--- src/hw/rtl/ray_segment_intersection_defines.svh ---
// assertion helpers for the ray and segment intersection block
// all checks sample on clk and are held off while arst_n is low
`ifndef RAY_SEGMENT_INTERSECTION_DEFINES_SVH
`define RAY_SEGMENT_INTERSECTION_DEFINES_SVH

// condition must hold at every sampled edge
`define RSI_ASSERT_ALWAYS(lbl, cond, msg) \
	lbl: assert property (@(posedge clk) disable iff (!arst_n) (cond)) else $error(msg);

// consequent must hold in the same cycle as the antecedent
`define RSI_ASSERT_IMPLIES(lbl, ante, cons, msg) \
	lbl: assert property (@(posedge clk) disable iff (!arst_n) (ante) |-> (cons)) else $error(msg);

// consequent must hold in the cycle after the antecedent
`define RSI_ASSERT_NEXT(lbl, ante, cons, msg) \
	lbl: assert property (@(posedge clk) disable iff (!arst_n) (ante) |=> (cons)) else $error(msg);

`endif

--- src/hw/rtl/rsi_pkg.sv ---
`default_nettype none

package rsi_pkg;

	localparam int COORD_WIDTH = 24;
	localparam int DIR_WIDTH   = 16;

	// segment and offset vectors
	localparam int DIFF_W   = COORD_WIDTH + 1;
	// direction times difference, and the denominator built from two of them
	localparam int DPROD_W  = DIR_WIDTH + DIFF_W;
	localparam int DEN_W    = DPROD_W + 1;
	localparam int DMAG_W   = DEN_W - 1;
	// difference times difference, and the ray numerator
	localparam int NPROD_W  = 2 * DIFF_W;
	localparam int NUMA_W   = NPROD_W + 1;
	localparam int MAG_W    = NUMA_W - 1;
	localparam int MAG_LO_W = MAG_W / 2;
	localparam int MAG_HI_W = MAG_W - MAG_LO_W;
	// scaled numerator and divider geometry
	localparam int PROD_W   = DIR_WIDTH + MAG_W;
	localparam int NUM_W    = PROD_W + 2;
	localparam int QUO_W    = COORD_WIDTH + 1;
	localparam int DIV_W    = DMAG_W + 1;
	localparam int TOP_W    = NUM_W - QUO_W;
	localparam int DIV_LAT  = QUO_W + 1;

	localparam int QUEUE_DEPTH = 4;
	localparam int QPTR_W      = $clog2(QUEUE_DEPTH);

	typedef logic signed [COORD_WIDTH-1:0] coord_t;
	typedef logic signed [DIR_WIDTH-1:0]   dir_t;

	// classified request handed from the front to the back
	typedef struct packed {
		logic              hit;
		coord_t            ox;
		coord_t            oy;
		dir_t              rx;
		dir_t              ry;
		logic [MAG_W-1:0]  mag;
		logic [DMAG_W-1:0] dmag;
	} rsi_item_t;

	typedef struct packed {
		logic full;
		logic empty;
	} rsi_qstat_t;

endpackage

`default_nettype wire

--- src/hw/rtl/rsi_queue.sv ---
`default_nettype none

module rsi_queue (
	input  logic                clk,
	input  logic                arst_n,
	input  logic                push,
	input  rsi_pkg::rsi_item_t  item_in,
	input  logic                pop,
	output rsi_pkg::rsi_item_t  head,
	output rsi_pkg::rsi_qstat_t qstat
);
	import rsi_pkg::*;

	rsi_item_t         mem_q [QUEUE_DEPTH];
	logic [QPTR_W-1:0] wr_q, rd_q;
	logic [QPTR_W:0]   cnt_q;

	assign head        = mem_q[rd_q];
	assign qstat.empty = (cnt_q == '0);
	assign qstat.full  = (cnt_q == (QPTR_W+1)'(QUEUE_DEPTH));

	always_ff @(posedge clk) begin
		if (push) begin
			mem_q[wr_q] <= item_in;
		end
	end

	always_ff @(posedge clk or negedge arst_n) begin
		if (!arst_n) begin
			wr_q  <= '0;
			rd_q  <= '0;
			cnt_q <= '0;
		end else begin
			if (push) begin
				wr_q <= wr_q + 1'b1;
			end
			if (pop) begin
				rd_q <= rd_q + 1'b1;
			end
			case ({push, pop})
				2'b10:   cnt_q <= cnt_q + 1'b1;
				2'b01:   cnt_q <= cnt_q - 1'b1;
				default: cnt_q <= cnt_q;
			endcase
		end
	end

endmodule

`default_nettype wire

--- config.mk ---
export PLATFORM = sky130hd
export DESIGN_NAME = rsi_queue
export DESIGN_NICKNAME = d
export VERILOG_FILES = /design/src/hw/rtl/ray_segment_intersection_defines.svh /design/src/hw/rtl/rsi_pkg.sv /design/src/hw/rtl/rsi_queue.sv
export SDC_FILE = /design/constraint.sdc
export NUM_CORES = 1
export LEC_CHECK = 0
export BUFFER_PORTS_ARGS = -buffer_cell sky130_fd_sc_hd__buf_2
export CORE_MARGIN = 2
export CORE_UTILIZATION = 35
export CTS_CLUSTER_DIAMETER = 60
export DETAILED_ROUTE_END_ITERATION = 8
export PLACE_DENSITY = 0.62
export SYNTH_ARGS = -nofsm -noshare
export SYNTH_HDL_FRONTEND = slang
export SYNTH_SLANG_ARGS = --single-unit
--- constraint.sdc ---
create_clock -name clk -period 6.5 [get_ports clk]
set_input_delay 0.975 -clock clk [delete_from_list [all_inputs] [get_ports clk]]
set_output_delay 0.975 -clock clk [all_outputs]
set_load 0.01 [all_outputs]
==> results.sh <==
export IMPL_max_clock_freq_mhz=267
export IMPL_status="completed"
export IMPL_worst_setup_path_end_kind="output pin"
export IMPL_syn_nets=1118
export IMPL_setup_tns_ps=0
export IMPL_timing_critical_path_arrival_ps=2770
export IMPL_critical_path_buf_inv_count=2
export IMPL_synth_compound_area_frac=0.000395
export IMPL_asyncSetResetFlopFracSynth=0.0101
export IMPL_post_route_cells_drive_above_1_share=0.466
export IMPL_routabilityCongestion=0.717
export IMPL_initial_core_util=0.354
export IMPL_synth_mux_area_fraction=0.153
export IMPL_worst_setup_path_start_kind="flip-flop"
export IMPL_coreArea_mm2=0.0716
export IMPL_cts_setup_buffers=0
export IMPL_timing_hold_worst_class="input port to async pin"
export IMPL_crit_required_ps=5520
export IMPL_tritoncts="yes"
export IMPL_post_synth_main_area_contributors="sky130_fd_sc_hd__edfxtp_1, sky130_fd_sc_hd__mux4_2, sky130_fd_sc_hd__buf_12"
export IMPL_worst_slew_pin_transition_ps=1030
export IMPL_placedCellCount=2208
export IMPL_dr_first_iter_drc_count=852
export IMPL_relSlewSlack=0.310
export IMPL_grt_setup_unrepaired="no"
export IMPL_num_io_pins=350
export IMPL_power_leakage_nw=10.2
export IMPL_timing_worst_setup_path_type="flip-flop to output pin"
export IMPL_synthesis_instances=936
export IMPL_synth_area_leader_cell="sky130_fd_sc_hd__edfxtp_1"
export IMPL_clk_root_buffer_cell="sky130_fd_sc_hd__clkbuf_16"
export IMPL_cts_hold_buffers_added=0
export IMPL_cp_slowest_stage_delay_ps=810
export IMPL_synth_seq_area_share=0.822
export IMPL_largest_net_degree_at_the_start_of_global_routing=92
export IMPL_synth_top_cell_area_share=0.815
export IMPL_yosys_cell_types_count=20
export IMPL_timing_max_cap_violations=0
export IMPL_fill_cells=6235
export IMPL_synthTopCellsByCount="sky130_fd_sc_hd__edfxtp_1, sky130_fd_sc_hd__mux4_2, sky130_fd_sc_hd__buf_2"
export IMPL_drt_drc_violations_left=0
export IMPL_cts_max_path_buffers=3
export IMPL_yosys_warnings=0
export IMPL_yosys_area_share_xor_xnor=0.00207
export IMPL_path_delay_family="buffers and inverters"
export IMPL_top_ff_cell_synth="sky130_fd_sc_hd__edfxtp_1"
export IMPL_synth_top_family_by_area="multiplexers"
export IMPL_synthesis_area_mm2=0.0254
export IMPL_port_buffers=349
export IMPL_hpwlAfterDp_um=29000
export IMPL_fp_row_count=98
export IMPL_grt_pass1_vias=12000
export IMPL_cts_sinks=695
export IMPL_power_density_mw_per_mm2=460
export IMPL_yosys_area_share_simple=0.00202
export IMPL_ir_worst_vdd_mv=0.591
export IMPL_path_depth=3
export IMPL_rr_worst_depth=4
export IMPL_finalNonFillerCells=2347
export IMPL_utilization=0.426
export IMPL_routed_wire_length_per_instance_um=21.4
export IMPL_routed_wirelength_um=50200
export IMPL_setup_viol=0
export IMPL_die_width_um=273
export IMPL_synth_edf_count=688
export IMPL_post_synth_cell_area_avg_um2=27.1
export IMPL_drt_pre_antenna_iters=5
export IMPL_final_net_count=1519
export IMPL_grt_first_pass_wirelength_um=75000
export IMPL_drt_vias_per_instance=4.76
export IMPL_cp_cell_sequence="buf_4, mux4_2, buf_2"
export IMPL_grtUsageTotal=0.135
export IMPL_tmin_final_ps=3740
export IMPL_fp_dieH_um=273
export IMPL_cpMaxStageDelayCell="sky130_fd_sc_hd__buf_4"
export IMPL_post_synth_top_count_cell="sky130_fd_sc_hd__edfxtp_1"
export IMPL_cts_resized_gates=0
export IMPL_cts_buffers=77
export IMPL_timing_final_crit_share=0.576
export IMPL_layout_area_overhead_vs_synth_pct=20.2
export IMPL_total_number_of_h_tree_levels=3
export IMPL_global_route_overflow_total=0
export IMPL_number_of_antenna_violations_at_the_first_check_in_global_routing=8
export IMPL_worst_path_max_fanout=65
export IMPL_post_synth_fa_ha_maj_area_fraction=0.00326
export IMPL_route_vias_total=11200
export IMPL_worstSkewPairLatency_ps=600
export IMPL_die_area_mm2=0.0746
export IMPL_final_hold_violation_count=0
export IMPL_finalMaxSlewViolations=0
export IMPL_ant_nets=0
export IMPL_clk_pin_slew_ps=60
export IMPL_clock_skew_final_ps=12.2
export IMPL_postSynthRegisterBits=695
## cell usage in the layout (no fill, tap or decap), types with 3 or more instances in the layout
| cell | netlist | final |
|---|---|---|
| sky130_fd_sc_hd__bufinv_16 | 0 | 5 |
| sky130_fd_sc_hd__clkinv_1 | 0 | 11 |
| sky130_fd_sc_hd__inv_6 | 0 | 6 |
| sky130_fd_sc_hd__clkinvlp_4 | 0 | 8 |
| sky130_fd_sc_hd__xor2_1 | 4 | 4 |
| sky130_fd_sc_hd__clkbuf_16 | 0 | 77 |
| sky130_fd_sc_hd__clkinv_2 | 0 | 8 |
| sky130_fd_sc_hd__clkbuf_1 | 2 | 14 |
| sky130_fd_sc_hd__ha_1 | 5 | 5 |
| sky130_fd_sc_hd__nand2_1 | 3 | 3 |
| sky130_fd_sc_hd__mux4_2 | 172 | 172 |
| sky130_fd_sc_hd__diode_2 | 0 | 4 |
| sky130_fd_sc_hd__edfxtp_1 | 688 | 688 |
| sky130_fd_sc_hd__dfrtp_1 | 7 | 5 |
| sky130_fd_sc_hd__buf_2 | 17 | 349 |
| sky130_fd_sc_hd__buf_4 | 1 | 5 |
| sky130_fd_sc_hd__inv_1 | 6 | 6 |
| sky130_fd_sc_hd__and2_4 | 0 | 4 |
| sky130_fd_sc_hd__buf_12 | 11 | 7 |
| sky130_fd_sc_hd__clkinv_8 | 0 | 3 |
## stage by stage
stage / cell area [um2] / hold slack (ps) / total power [W] / setup WS [ps]
after floorplan: 25400 / 457 / 0.00889 / 1060
after global placement: 28100 / 474 / 0.0101 / 3310
after detailed placement: 28100 / 483 / 0.0102 / 3340
after CTS: 30500 / 187 / 0.0143 / 2660
after global routing: 30500 / 207 / 0.0147 / 2620
final: 30500 / 230 / 0.0140 / 2760
## path summary, 6_finish.rpt
path / startpoint / to / slack (ps)
max: rd_q[1] / head[123] / 2760
min: arst_n / rd_q[1] / 230
max reg2reg: wr_q[0] / mem_q[0][1] / 4080
min reg2reg: cnt_q[2] / cnt_q[2] / 490
max in group asynchronous: arst_n / rd_q[0] / 6050
min in group clk: cnt_q[2] / cnt_q[2] / 490
## final cells by class
cell class	instances	area (um2)	share of cell area
multi-input cells	196	4080	0.134
well taps	950	1190	0.0390
clock inverters	44	424	0.0139
diodes	4	10.0	0.000328
clock buffers	91	1980	0.0650
flip-flops and latches	695	20800	0.684
inverters	6	22.5	0.000739
repair buffers	361	1920	0.0632
## metal layers
metal | global-route usage | up-vias | share of wire
met1 | 0.176 | 5896 | 0.41
li1 | - | 4892 | -
met2 | 0.216 | 301 | 0.49
met5 | 0 | - | 0.0012
met4 | 0.0487 | 10 | 0.022
met3 | 0.0393 | 81 | 0.072
## state kept, by name (all words and copies together) (netlist names)
| name | count |
|---|---|
| rd_q | 2 |
| mem_q | 688 |
| wr_q | 2 |
| cnt_q | 3 |
## cell families after synthesis
kind of cell | Yosys count
AO/OA/AOI/OAI | 2
XOR/XNOR | 6
adder cells (fa/ha/maj) | 6
buffers and inverters | 45
flip-flops | 695
multiplexers | 172
AND/OR/NAND/NOR | 10
## power by group
group | internal, W | total, W | leakage [nW] | switching [W]
Sequential | 0.00586 | 0.00607 | 6.40 | 0.000208
Clock | 0.00240 | 0.00411 | 1.15 | 0.00171
Combinational | 0.00170 | 0.00385 | 2.69 | 0.00215
No activity file was read; power rests on OpenSTA's default activity.
